### src/rtl/spq_pkg.sv
// shared types, constants and ring arithmetic for the sorted-insert priority queue
// no dependencies; used by spq_ram users and sorted_insert_priority_queue
package spq_pkg;

    localparam int QUEUE_DEPTH = 16;
    localparam int IDX_W       = $clog2(QUEUE_DEPTH);
    localparam int CNT_W       = $clog2(QUEUE_DEPTH + 1);
    localparam int ID_W        = 16;
    localparam int PRIO_W      = 4;
    localparam int OCC_W       = 5;
    localparam int STAT_W      = 2;
    localparam int ENTRY_W     = ID_W + PRIO_W;

    typedef struct packed {
        logic [ID_W-1:0]   id;
        logic [PRIO_W-1:0] prio;
    } entry_t;

    typedef enum logic [STAT_W-1:0] {
        STAT_DONE  = 2'd0,
        STAT_FULL  = 2'd1,
        STAT_EMPTY = 2'd2
    } status_t;

    typedef enum logic {
        CMD_INSERT = 1'b0,
        CMD_REMOVE = 1'b1
    } cmd_t;

    typedef enum logic [1:0] {
        ST_IDLE,
        ST_INS_CMP,
        ST_INS_PLACE,
        ST_REM_DATA
    } state_t;

    // (base + offset) mod depth, offset at most QUEUE_DEPTH
    function automatic logic [IDX_W-1:0] ring_pos(input logic [IDX_W-1:0] base,
                                                  input logic [CNT_W-1:0] offset);
        logic [CNT_W:0] sum;
        sum = (CNT_W+1)'(base) + (CNT_W+1)'(offset);
        if (sum >= (CNT_W+1)'(QUEUE_DEPTH))
        begin
            sum = sum - (CNT_W+1)'(QUEUE_DEPTH);
        end
        return sum[IDX_W-1:0];
    endfunction

endpackage

### src/rtl/spq_ram.sv
// generic simple dual-port ram, one write and one registered read port
// no dependencies
module spq_ram #(
    parameter int WIDTH = 20,
    parameter int DEPTH = 16
) (
    input  logic                     clk,
    input  logic                     wr_en,
    input  logic [$clog2(DEPTH)-1:0] wr_addr,
    input  logic [WIDTH-1:0]         wr_data,
    input  logic                     rd_en,
    input  logic [$clog2(DEPTH)-1:0] rd_addr,
    output logic [WIDTH-1:0]         rd_data
);

    logic [WIDTH-1:0] mem [DEPTH];

    always_ff @(posedge clk)
    begin
        if (wr_en)
        begin
            mem[wr_addr] <= wr_data;
        end
        if (rd_en)
        begin
            rd_data <= mem[rd_addr];
        end
    end

endmodule

### src/rtl/sorted_insert_priority_queue.sv
// sorted-insert priority queue: sequencer, head/count registers and result register
// depends on spq_pkg and spq_ram
//
// usage
//   a request is taken at a rising edge with start high and busy low. cmd selects
//   insert (user_id, priority_req) or remove of the head entry. each request gives
//   exactly one result, shown for one cycle with done high: status, removed_id,
//   removed_priority and occupancy (entries held after the request)
// timing
//   entries sit sorted in one ring memory with one write and one registered read
//   port. an insert walks back from the tail, one memory entry per cycle: reading
//   the next entry overlaps writing the shifted one. refused requests and an
//   insert into an empty queue finish straight from idle, a remove passes through
//   ST_REM_DATA, an insert stays in ST_INS_CMP while it compares and shifts and,
//   if it shifts every entry, goes on to ST_INS_PLACE. busy stays high while the
//   walk runs; the next request may be taken in the same cycle that shows the previous result
// reset
//   rst_n clears head, count and the sequencer; the memory is not cleared since
//   only slots holding stored entries are ever read
// the receiver cannot stall: a result is dropped if not taken during its cycle
module sorted_insert_priority_queue (
    input  logic                          clk,
    input  logic                          rst_n,
    input  logic                          start,
    output logic                          busy,
    input  logic                          cmd,
    input  logic [spq_pkg::ID_W-1:0]      user_id,
    input  logic [spq_pkg::PRIO_W-1:0]    priority_req,
    output logic                          done,
    output logic [spq_pkg::STAT_W-1:0]    status,
    output logic [spq_pkg::ID_W-1:0]      removed_id,
    output logic [spq_pkg::PRIO_W-1:0]    removed_priority,
    output logic [spq_pkg::OCC_W-1:0]     occupancy
);

    // control state
    spq_pkg::state_t                 state_reg, state_next;
    logic [spq_pkg::IDX_W-1:0]       head_reg, head_next;
    logic [spq_pkg::CNT_W-1:0]       count_reg, count_next;
    // gap position (offset from head) during the insert walk
    logic [spq_pkg::CNT_W-1:0]       k_reg, k_next;
    logic                            done_reg, done_next;

    // payload of the request in flight and of the result
    logic [spq_pkg::ID_W-1:0]        uid_reg, uid_next;
    logic [spq_pkg::PRIO_W-1:0]      pr_reg, pr_next;
    spq_pkg::status_t                status_reg, status_next;
    logic [spq_pkg::ID_W-1:0]        rid_reg, rid_next;
    logic [spq_pkg::PRIO_W-1:0]      rpr_reg, rpr_next;

    // memory port
    logic                            wr_en;
    logic [spq_pkg::IDX_W-1:0]       wr_addr;
    spq_pkg::entry_t                 wr_data;
    logic                            rd_en;
    logic [spq_pkg::IDX_W-1:0]       rd_addr;
    logic [spq_pkg::ENTRY_W-1:0]     rd_raw;
    spq_pkg::entry_t                 rd_entry;

    logic                            accept;
    logic                            is_full;
    logic                            is_empty;
    logic                            stop_walk;
    spq_pkg::entry_t                 new_entry;

    assign accept    = start && !busy;
    assign is_full   = (count_reg >= spq_pkg::CNT_W'(spq_pkg::QUEUE_DEPTH));
    assign is_empty  = (count_reg == '0);
    assign rd_entry  = spq_pkg::entry_t'(rd_raw);
    // equal priorities stay behind the older entry
    assign stop_walk = (rd_entry.prio <= pr_reg);
    assign new_entry = '{id: uid_reg, prio: pr_reg};

    spq_ram #(
        .WIDTH (spq_pkg::ENTRY_W),
        .DEPTH (spq_pkg::QUEUE_DEPTH)
    ) u_store (
        .clk     (clk),
        .wr_en   (wr_en),
        .wr_addr (wr_addr),
        .wr_data (wr_data),
        .rd_en   (rd_en),
        .rd_addr (rd_addr),
        .rd_data (rd_raw)
    );

    // next state
    always_comb
    begin
        state_next = state_reg;
        unique case (state_reg)
            spq_pkg::ST_IDLE:
            begin
                if (accept)
                begin
                    if (cmd == spq_pkg::CMD_INSERT)
                    begin
                        if (!is_full && !is_empty)
                        begin
                            state_next = spq_pkg::ST_INS_CMP;
                        end
                    end
                    else if (!is_empty)
                    begin
                        state_next = spq_pkg::ST_REM_DATA;
                    end
                end
            end
            spq_pkg::ST_INS_CMP:
            begin
                if (stop_walk)
                begin
                    state_next = spq_pkg::ST_IDLE;
                end
                else if (k_reg == spq_pkg::CNT_W'(1))
                begin
                    state_next = spq_pkg::ST_INS_PLACE;
                end
            end
            spq_pkg::ST_INS_PLACE: state_next = spq_pkg::ST_IDLE;
            spq_pkg::ST_REM_DATA:  state_next = spq_pkg::ST_IDLE;
            default:               state_next = spq_pkg::ST_IDLE;
        endcase
    end

    // datapath and memory control
    always_comb
    begin
        head_next   = head_reg;
        count_next  = count_reg;
        k_next      = k_reg;
        done_next   = 1'b0;
        uid_next    = uid_reg;
        pr_next     = pr_reg;
        status_next = status_reg;
        rid_next    = rid_reg;
        rpr_next    = rpr_reg;
        wr_en       = 1'b0;
        wr_addr     = head_reg;
        wr_data     = new_entry;
        rd_en       = 1'b0;
        rd_addr     = head_reg;

        unique case (state_reg)
            spq_pkg::ST_IDLE:
            begin
                if (accept)
                begin
                    uid_next = user_id;
                    pr_next  = priority_req;
                    rid_next = '0;
                    rpr_next = '0;
                    if (cmd == spq_pkg::CMD_INSERT)
                    begin
                        if (is_full)
                        begin
                            status_next = spq_pkg::STAT_FULL;
                            done_next   = 1'b1;
                        end
                        else if (is_empty)
                        begin
                            // first entry goes straight to the head slot
                            wr_en       = 1'b1;
                            wr_addr     = head_reg;
                            wr_data     = '{id: user_id, prio: priority_req};
                            count_next  = count_reg + spq_pkg::CNT_W'(1);
                            status_next = spq_pkg::STAT_DONE;
                            done_next   = 1'b1;
                        end
                        else
                        begin
                            // gap at the tail, fetch the entry before it
                            k_next  = count_reg;
                            rd_en   = 1'b1;
                            rd_addr = spq_pkg::ring_pos(head_reg,
                                                        count_reg - spq_pkg::CNT_W'(1));
                        end
                    end
                    else if (is_empty)
                    begin
                        status_next = spq_pkg::STAT_EMPTY;
                        done_next   = 1'b1;
                    end
                    else
                    begin
                        rd_en   = 1'b1;
                        rd_addr = head_reg;
                    end
                end
            end
            spq_pkg::ST_INS_CMP:
            begin
                wr_en   = 1'b1;
                wr_addr = spq_pkg::ring_pos(head_reg, k_reg);
                if (stop_walk)
                begin
                    wr_data     = new_entry;
                    count_next  = count_reg + spq_pkg::CNT_W'(1);
                    status_next = spq_pkg::STAT_DONE;
                    done_next   = 1'b1;
                end
                else
                begin
                    // shift one place toward the tail, fetch the next one
                    wr_data = rd_entry;
                    k_next  = k_reg - spq_pkg::CNT_W'(1);
                    if (k_reg != spq_pkg::CNT_W'(1))
                    begin
                        rd_en   = 1'b1;
                        rd_addr = spq_pkg::ring_pos(head_reg,
                                                    k_reg - spq_pkg::CNT_W'(2));
                    end
                end
            end
            spq_pkg::ST_INS_PLACE:
            begin
                wr_en       = 1'b1;
                wr_addr     = head_reg;
                wr_data     = new_entry;
                count_next  = count_reg + spq_pkg::CNT_W'(1);
                status_next = spq_pkg::STAT_DONE;
                done_next   = 1'b1;
            end
            spq_pkg::ST_REM_DATA:
            begin
                rid_next    = rd_entry.id;
                rpr_next    = rd_entry.prio;
                head_next   = spq_pkg::ring_pos(head_reg, spq_pkg::CNT_W'(1));
                count_next  = count_reg - spq_pkg::CNT_W'(1);
                status_next = spq_pkg::STAT_DONE;
                done_next   = 1'b1;
            end
            default:
            begin
                done_next = 1'b0;
            end
        endcase
    end

    always_ff @(posedge clk or negedge rst_n)
    begin
        if (!rst_n)
        begin
            state_reg <= spq_pkg::ST_IDLE;
            head_reg  <= '0;
            count_reg <= '0;
            k_reg     <= '0;
            done_reg  <= 1'b0;
        end
        else
        begin
            state_reg <= state_next;
            head_reg  <= head_next;
            count_reg <= count_next;
            k_reg     <= k_next;
            done_reg  <= done_next;
        end
    end

    always_ff @(posedge clk)
    begin
        uid_reg    <= uid_next;
        pr_reg     <= pr_next;
        status_reg <= status_next;
        rid_reg    <= rid_next;
        rpr_reg    <= rpr_next;
    end

    assign busy             = (state_reg != spq_pkg::ST_IDLE);
    assign done             = done_reg;
    assign status           = status_reg;
    assign removed_id       = rid_reg;
    assign removed_priority = rpr_reg;
    assign occupancy        = spq_pkg::OCC_W'(count_reg);

    // count never exceeds the ring size
    a_count_bound: assert property (@(posedge clk) disable iff (!rst_n)
        count_reg <= spq_pkg::CNT_W'(spq_pkg::QUEUE_DEPTH))
        else $error("entry count above queue depth");

    // the walk always has an entry in front of the gap
    a_walk_nonzero: assert property (@(posedge clk) disable iff (!rst_n)
        (state_reg == spq_pkg::ST_INS_CMP) |-> (k_reg != '0))
        else $error("insert walk with empty gap offset");

    // remove on empty queue is refused at once and changes nothing
    a_empty_refuse: assert property (@(posedge clk) disable iff (!rst_n)
        (accept && cmd == spq_pkg::CMD_REMOVE && is_empty) |=>
        (done_reg && status_reg == spq_pkg::STAT_EMPTY && count_reg == '0
         && head_reg == $past(head_reg)))
        else $error("empty remove not refused cleanly");

    // insert on full queue is refused at once and keeps the count
    a_full_refuse: assert property (@(posedge clk) disable iff (!rst_n)
        (accept && cmd == spq_pkg::CMD_INSERT && is_full) |=>
        (done_reg && status_reg == spq_pkg::STAT_FULL
         && count_reg == $past(count_reg)))
        else $error("full insert not refused cleanly");

    // a successful remove frees exactly one slot
    a_remove_step: assert property (@(posedge clk) disable iff (!rst_n)
        (state_reg == spq_pkg::ST_REM_DATA) |=>
        (done_reg && count_reg == $past(count_reg) - spq_pkg::CNT_W'(1)))
        else $error("remove did not drop count by one");

endmodule
### config.mk
export PLATFORM = sky130hd
export DESIGN_NAME = sorted_insert_priority_queue
export DESIGN_NICKNAME = d
export VERILOG_FILES = /design/src/rtl/spq_pkg.sv /design/src/rtl/spq_ram.sv /design/src/rtl/sorted_insert_priority_queue.sv
export SDC_FILE = /design/constraint.sdc
export NUM_CORES = 1
export LEC_CHECK = 0
export BUFFER_PORTS_ARGS = -buffer_cell sky130_fd_sc_hd__buf_2
export CORE_ASPECT_RATIO = 0.6
export CORE_MARGIN = 1.5
export CORE_UTILIZATION = 40
export DETAILED_ROUTE_END_ITERATION = 16
export PLACE_DENSITY_LB_ADDON = 0.08
export SLEW_MARGIN = 20
export SYNTH_ARGS = -nofsm -noshare
export SYNTH_HDL_FRONTEND = slang
export SYNTH_SLANG_ARGS = --single-unit
### constraint.sdc
create_clock -name clk -period 6.3 [get_ports clk]
set_clock_uncertainty 0.1 [all_clocks]
set_input_delay 0.63 -clock clk [delete_from_list [all_inputs] [get_ports clk]]
set_output_delay 0.63 -clock clk [all_outputs]
set_load 0.05 [all_outputs]
==> impl_summary.txt, run 1 <==
----------------------------------------------------
[Outcome]
  Status ... complete, no violations

[Route]
  Vias ... 8817
  # DRC ... 0
  Average vias per placed instance ... 5.21
  ANT nets after route ... 0
  Number of DRC violations after detailed-routing iteration 0 ... 996
  Average routed wire per standard cell ... 24.1 µm
  Routed wire length ... 40.8 mm
  Pre-Repair DR Iteration Count ... 5

[Clock tree]
  Number of H-tree levels ... 2
  Post-CTS Repair Setup Buffers ... 0
  Clock root buffer ... sky130_fd_sc_hd__clkbuf_16
  Clock sink total ... 399
  CTS clock-pin slew for the worst setup and hold paths ... 70 ps
  Buffer depth of the longest clock path ... 3
  CTS tree ... built
  CTS resizes ... 0
  Source-to-sink clock delay at the later pin of the worst-skew pair ... 530 ps
  Cts bufs inserted ... 39

[Place]
  HPWL Detailed ... 24.8 mm
  Final GP Congestion ... 0.791
  Count of buffers inserted at the top-level ports ... 52

[Synthesis]
  Number of flops mapped to enable cells by yosys ... 382
  Proportion of synthesized flip-flops having asynchronous set or reset ... 4.26%
  Proportion of synthesized chip area in sequential cells ... 69.7%
  Syn Area/Cell ... 16.7 µm²
  Dominant cell by count in the synthesized netlist ... sky130_fd_sc_hd__edfxtp_1
  Most instantiated cells after synthesis ... sky130_fd_sc_hd__edfxtp_1, sky130_fd_sc_hd__mux2i_1, sky130_fd_sc_hd__inv_1
  Cell area after synthesis ... 17100 µm²
  Total of flip-flops plus latches after synthesis ... 399
  Net count of the mapped netlist ... 1076
  Number of different library cells in the post-synthesis netlist ... 52
  Gate Count Post-Synth ... 1024
  Main flop type after synthesis ... sky130_fd_sc_hd__edfxtp_1
  Warnings, synthesis ... 0
  Largest cells by area after synthesis ... sky130_fd_sc_hd__edfxtp_1, sky130_fd_sc_hd__mux2i_1, sky130_fd_sc_hd__dfrtp_1
  Share of Yosys cell area claimed by the top area cell type ... 67.2%
  Cell accounting for the most synthesized area ... sky130_fd_sc_hd__edfxtp_1

[Setup path]
  Buffers and inverters on the worst path ... 2
  CP Data Required Time ... 6560 ps
  Crit path max-delay family ... compound AO/OA/AOI/OAI gates
  Worst flop-to-flop path endpoint ... u_store.rd_data[16]$_DFFE_PP_
  Maximum fanout encountered on the critical timing path ... 11
  CP startpoint kind ... register
  Peak per-stage delay on the critical path ... 850 ps
  Crit Reg-Reg Startpoint ... occupancy[0]$_DFFE_PN0P_
  Critical path capture point type ... register
  CP dominant cell by count ... sky130_fd_sc_hd__ha_1
  Crit Path Category ... register to register
  Register-to-register setup slack ... 1900 ps
  Data arrival time of the critical path ... 4670 ps
  Number of cells traversed by the worst register-to-register path ... 13
  CP max-delay cell ... sky130_fd_sc_hd__a211oi_4
  Chain of cells forming the critical path ... inv_1 > ha_1 > xor2_1 > ha_1 > a21oi_1 > nand2_1 > or3_1 > a2111oi_2 > o21ai_1 > a32o_1 > a211oi_4 > buf_12 > mux2i_1

[Floorplanning]
  I/O pins ... 53
  Site Rows ... 58
  Die Area ... 44000 µm²
  Die extent in x ... 270 µm
  Starting density of the core ... 40.7%
  Vert. Die Dim ... 163 µm
  Placeable core region ... 41900 µm²

[Global route]
  Initial antenna violation count ... 0
  Global-route wire length before repair ... 60.0 mm
  Maximum number of pins on one net before global-route repair ... 81
  Final global-route overflow total ... 0
  Global-route total usage across every layer ... 18.8%
  Via count of the first global-routing pass ... 8472

[Cells and area]
  Largest registers ... u_store.mem (320), u_store.rd_data (20)
  Syn-to-layout area delta ... 13.3%
  Max reg flops ... 320
  Net count, final ... 1145
  Fraction of final layout cells with drive strength greater than 1 ... 14.4%
  Biggest register ... u_store.mem
  Number of inserted diodes ... 0

[STA]
  Setup total negative slack ... 0 ps
  Worst-case headroom to the max-slew limit ... 10.9%
  Upper clock frequency limit ... 227 MHz
  Final-report hold violation count ... 0
  Final worst path period share ... 69.9%
  Final max-slew violation count ... 0
  Post-layout minimum cycle time ... 4400 ps
  Setup Viol. Count Final ... 0
  Setup repair after global routing missed its margin ... false
  Worst Tran Pin Value ... 1340 ps

[Hold path]
  Class of the tightest hold or removal check ... input port to register
  Start point of the worst min-delay path ... user_id[9]
  Cell count of the worst hold path ... 1
  Worst Hold Path EP ... uid_reg[9]$_DFFE_PP_

[Run]
  Maximum capacitance violations ... 0

----------------------------------------------------
[how the worst max path moves through the flow]
stage | slack [ps] | start | cells past startpoint | to
floorplan | 2510 | occupancy[0]$_DFFE_PN0P_ | 13 | u_store.rd_data[0]$_DFFE_PP_
global placement | 1860 | head_reg[0]$_DFFE_PN0P_ | 12 | u_store.rd_data[12]$_DFFE_PP_
detailed placement | 1810 | head_reg[0]$_DFFE_PN0P_ | 12 | u_store.rd_data[12]$_DFFE_PP_
CTS | 1800 | head_reg[0]$_DFFE_PN0P_ | 12 | u_store.rd_data[12]$_DFFE_PP_
global route | 1530 | occupancy[0]$_DFFE_PN0P_ | 13 | u_store.rd_data[19]$_DFFE_PP_
finish | 1900 | occupancy[0]$_DFFE_PN0P_ | 13 | u_store.rd_data[16]$_DFFE_PP_
[per-layer routing]
layer	wire [µm]	global-route usage, %	vias up
met1	22900	32.2	4469
met5	0	0	-
li1	-	-	4081
met4	502	3.47	0
met3	1850	2.96	43
met2	15500	24.4	224
[cells in the final DEF, fill, tap and decap left out, drive strengths merged, types with 5 or more instances in the layout]
cell type and n:
edfxtp 382, mux2i 303, buf 78, clkbuf 48
inv 44, nor2 27, ha 25, and2 23
nand2 23, a222oi 20, dfrtp 17, a21oi 15
o21ai 15, clkinv 13, xnor2 9, xor2 8
nand3 8, bufinv 5
[final cells by class]
type                    count  area [µm²]
fillers                  3706       22600
flip-flops and latches    399       11900
multi-input cells         531        4790
clock buffers              48        1010
well taps                 570         713
repair buffers             79         528
clock inverters            21         229
inverters                  43         161
[metrics by stage]
step | hold WS (ps) | instance area [µm²] | instances | setup slack (ps) | util (%)
after floorplan | 234 | 17100 | 1024 | 2510 | -
after global placement | 465 | 18100 | 1620 | 1860 | 43.1
after detailed placement | 460 | 18100 | 1620 | 1810 | 43.1
after CTS | 170 | 19300 | 1690 | 1800 | 46.0
after global routing | 170 | 19300 | 1691 | 1530 | 46.1
final | 195 | 19300 | 1691 | 1900 | 46.1
[timing repair]
action / in CTS / in global routing
hold buffers: 1 / 0
setup endpoints to repair: 0 / 0
endpoints found under the hold margin: 17 / 0
[cell families (layout without fill, tap and decap cells)]
logic type                 count (synthesis)  in the layout  synth area share [%]
AOI/OAI and AO/OA                         79             79                  3.41
and+or+nand+nor                          101            101                  3.12
adders and majority gates                 28             28                  2.18
xor gates and xnor gates                  17             17                 0.873
buffers and inverters                     94            191                  2.73
muxes                                    306            306                  18.0
DFF                                      399            399                  69.7
Power of run 1 is not shown: default switching activity piles up to over one toggle a cycle in this logic, so the estimate is an artifact.
==> run 2: changes to the inputs <==
ABC_AREA = 1   (was unset)
clock period = 3.8 ns   (was 6.3 ns; I/O delays follow)
==> run 2 against run 1 <==
  * Core utilization rose by 0.79 points
  * Critical endpoint is now u_store.rd_data[3]$_DFFE_PP_
  * Worst hold slack worse by 57 ps
  * Die area rose by 7.0%
==> impl_summary.txt, run 2 <==
----------------------------------------------------
[Outcome]
  Status ... complete, no violations

[Place]
  Count of buffers inserted at the top-level ports ... 52
  Final GP Congestion ... 0.853
  HPWL Detailed ... 32.7 mm
  Post-detailed-placement cell area ... 19600 µm²

[Global route]
  Final global-route overflow total ... 0
  Maximum number of pins on one net before global-route repair ... 161
  Via count of the first global-routing pass ... 11773
  Global-route total usage across every layer ... 22.9%
  Initial antenna violation count ... 0
  Global-route wire length before repair ... 78.9 mm

[Clock tree]
  CTS tree ... built
  CTS clock-pin slew for the worst setup and hold paths ... 60 ps
  Clock sink total ... 399
  Number of H-tree levels ... 2
  Clock root buffer ... sky130_fd_sc_hd__clkbuf_16
  Buffer depth of the longest clock path ... 3
  Post-CTS Repair Setup Buffers ... 0
  Source-to-sink clock delay at the later pin of the worst-skew pair ... 540 ps
  Cts bufs inserted ... 40

[Route]
  Routed wire length ... 53.8 mm
  Average vias per placed instance ... 5.16
  # DRC ... 0
  Number of DRC violations after detailed-routing iteration 0 ... 1328
  Pre-Repair DR Iteration Count ... 7
  ANT nets after route ... 0
  Vias ... 12632
  Average routed wire per standard cell ... 22.0 µm

[Synthesis]
  Warnings, synthesis ... 0
  Largest family of logic cells by synthesized area ... simple AND/OR/NAND/NOR gates
  Proportion of synthesized flip-flops having asynchronous set or reset ... 4.26%
  Syn Area/Cell ... 10.5 µm²
  Largest cells by area after synthesis ... sky130_fd_sc_hd__edfxtp_1, sky130_fd_sc_hd__nand3_1, sky130_fd_sc_hd__nand2_1
  Gate Count Post-Synth ... 1742
  Number of different library cells in the post-synthesis netlist ... 38
  Dominant cell by count in the synthesized netlist ... sky130_fd_sc_hd__nand3_1
  Cell area after synthesis ... 18300 µm²
  Cell accounting for the most synthesized area ... sky130_fd_sc_hd__edfxtp_1
  Net count of the mapped netlist ... 1794
  Share of synthesized cell area in full adder, half adder and majority cells ... 2.04%
  Most instantiated cells after synthesis ... sky130_fd_sc_hd__nand3_1, sky130_fd_sc_hd__edfxtp_1, sky130_fd_sc_hd__nand2_1
  Share of Yosys cell area claimed by the top area cell type ... 62.7%
  Multiplexer area fraction after synthesis ... 0%
  Number of flops mapped to enable cells by yosys ... 382
  Compound-gate portion of the synthesized area ... 1.57%
  Proportion of synthesized chip area in sequential cells ... 65.1%
  Simple-gate area share of the yosys netlist ... 22.1%
  Total of flip-flops plus latches after synthesis ... 399
  Post-synthesis xor/xnor area fraction ... 0.814%
  Main flop type after synthesis ... sky130_fd_sc_hd__edfxtp_1

[Setup path]
  CP startpoint kind ... register
  Critical path capture point type ... register
  Maximum fanout encountered on the critical timing path ... 20
  Data arrival time of the critical path ... 3790 ps
  CP Data Required Time ... 4000 ps
  Crit Path Category ... register to register

[Cells and area]
  Largest registers ... u_store.mem (320), u_store.rd_data (20)
  Leading cell types in the layout, fill and taps excluded ... sky130_fd_sc_hd__nand3_1, sky130_fd_sc_hd__edfxtp_1, sky130_fd_sc_hd__nand2_1, sky130_fd_sc_hd__inv_1, sky130_fd_sc_hd__nand3b_1
  Fraction of final layout cells with drive strength greater than 1 ... 11.1%
  Most common cell after layout, fill and taps aside ... sky130_fd_sc_hd__nand3_1
  Max reg flops ... 320
  Syn-to-layout area delta ... 15.3%
  Net count, final ... 1879
  Biggest register ... u_store.mem
  Fill cell total of the finished layout ... 4169
  Final cell area excluding filler cells ... 21100 µm²

[Floorplanning]
  Starting density of the core ... 40.7%
  Placeable core region ... 45000 µm²
  Die Area ... 47000 µm²
  Die extent in x ... 279 µm
  Site Rows ... 60
  Vert. Die Dim ... 169 µm
  I/O pins ... 53

[STA]
  Worst Tran Pin Value ... 952 ps
  Final max-slew violation count ... 0
  Setup total negative slack ... 0 ps
  Setup Viol. Count Final ... 0
  Final-report hold violation count ... 0
  Upper clock frequency limit ... 279 MHz
  Post-layout minimum cycle time ... 3590 ps
  Setup repair after global routing missed its margin ... false
  Final-layout worst hold slack ... 138 ps
  Final worst path period share ... 94.4%
  Worst-case headroom to the max-slew limit ... 36.6%

[Run]
  Maximum capacitance violations ... 0

[Hold path]
  Class of the tightest hold or removal check ... input port to register

----------------------------------------------------
-- run 2: cell count changes in the layout (fill, tap and decap cells not counted), moves of 32 or more --
cell / previous run / this run
sky130_fd_sc_hd__buf_4: 21 / 53
sky130_fd_sc_hd__mux2i_1: 303 / 0
sky130_fd_sc_hd__nand2_1: 22 / 330
sky130_fd_sc_hd__nand3_1: 8 / 412
sky130_fd_sc_hd__nand3b_1: 1 / 61
sky130_fd_sc_hd__inv_1: 42 / 291
-- run 2: logic make-up (layout without fill, tap and decap cells) --
family / Yosys count / count (layout)
buffers and inverters: 389 / 504
AO/OA/AOI/OAI: 50 / 50
XOR/XNOR: 17 / 17
flip-flops: 399 / 399
adder cells (fa/ha/maj): 28 / 28
AND/OR/NAND/NOR: 859 / 859
other: 0 / 1
-- run 2: layout make-up --
| class | count | area, µm² | area share [%] |
|---|---|---|---|
| antenna | 1 | 2.50 | 0.0119 |
| clock buffer | 49 | 1060 | 5.01 |
| clock inverter | 23 | 230 | 1.09 |
| inverter | 295 | 1110 | 5.25 |
| multi-input combinational | 954 | 4950 | 23.5 |
| sequential | 399 | 11900 | 56.4 |
| tap | 589 | 737 | 3.50 |
| timing repair buffer | 137 | 1100 | 5.24 |
-- run 2: critical path: stages, from the launching register on --
cell and delay, ps:
sky130_fd_sc_hd__dfrtp_1 410, sky130_fd_sc_hd__inv_1 200, sky130_fd_sc_hd__ha_1 220, sky130_fd_sc_hd__xor2_1 210, sky130_fd_sc_hd__ha_1 300, sky130_fd_sc_hd__nand2_1 80
sky130_fd_sc_hd__nand2_1 50, sky130_fd_sc_hd__a31oi_1 210, sky130_fd_sc_hd__inv_1 70, sky130_fd_sc_hd__nand2_1 70, sky130_fd_sc_hd__nand3b_1 80, sky130_fd_sc_hd__o21ai_0 290
sky130_fd_sc_hd__nand2_1 120, sky130_fd_sc_hd__o21ai_2 70, sky130_fd_sc_hd__buf_4 400, sky130_fd_sc_hd__nand3_1 130, sky130_fd_sc_hd__nand2_1 330
-- run 2: repair_timing --
item                                    in CTS  in global routing
gates resized for setup                      0                  1
endpoints found under the setup margin       0                  1
hold buffers                                21                  0
hold endpoints to repair                    37                  0
-- run 2: routing by layer --
layer | global-route usage, % | vias to the layer above | wire, µm
met4 | 3.64 | 0 | 628
met5 | 0 | - | 0
met2 | 30.7 | 446 | 20900
met3 | 5.33 | 52 | 4640
li1 | - | 6020 | -
met1 | 37.3 | 6114 | 27600
-- run 2: path summary, 6_finish.rpt --
| path | to | cells after the start | slack, ps | from |
|---|---|---|---|---|
| hold / removal | status[1]$_SDFFCE_PP0P_ | 3 | 140 | cmd |
| min in group asynchronous | occupancy[1]$_DFFE_PN0P_ | 2 | 240 | rst_n |
| max in group asynchronous | state_reg[0]$_DFFE_PN0P_ | 2 | 3020 | rst_n |
| setup / recovery | u_store.rd_data[3]$_DFFE_PP_ | 16 | 210 | occupancy[0]$_DFFE_PN0P_ |
| setup reg to reg | u_store.rd_data[3]$_DFFE_PP_ | 16 | 210 | occupancy[0]$_DFFE_PN0P_ |
| hold reg to reg | removed_id[2]$_SDFFCE_PN0P_ | 2 | 450 | u_store.rd_data[6]$_DFFE_PP_ |
-- run 2: metrics by stage --
stage / util [%] / setup WS [ps] / cells
2_1_floorplan: - / 348 / 1742
3_3_place_gp: 43.5 / 395 / 2352
3_5_place_dp: 43.5 / 339 / 2353
4_1_cts: 46.8 / 311 / 2446
5_1_grt: 46.9 / 21.3 / 2446
6_report: 46.9 / 212 / 2447
Power of run 2 is left out for the same reason.
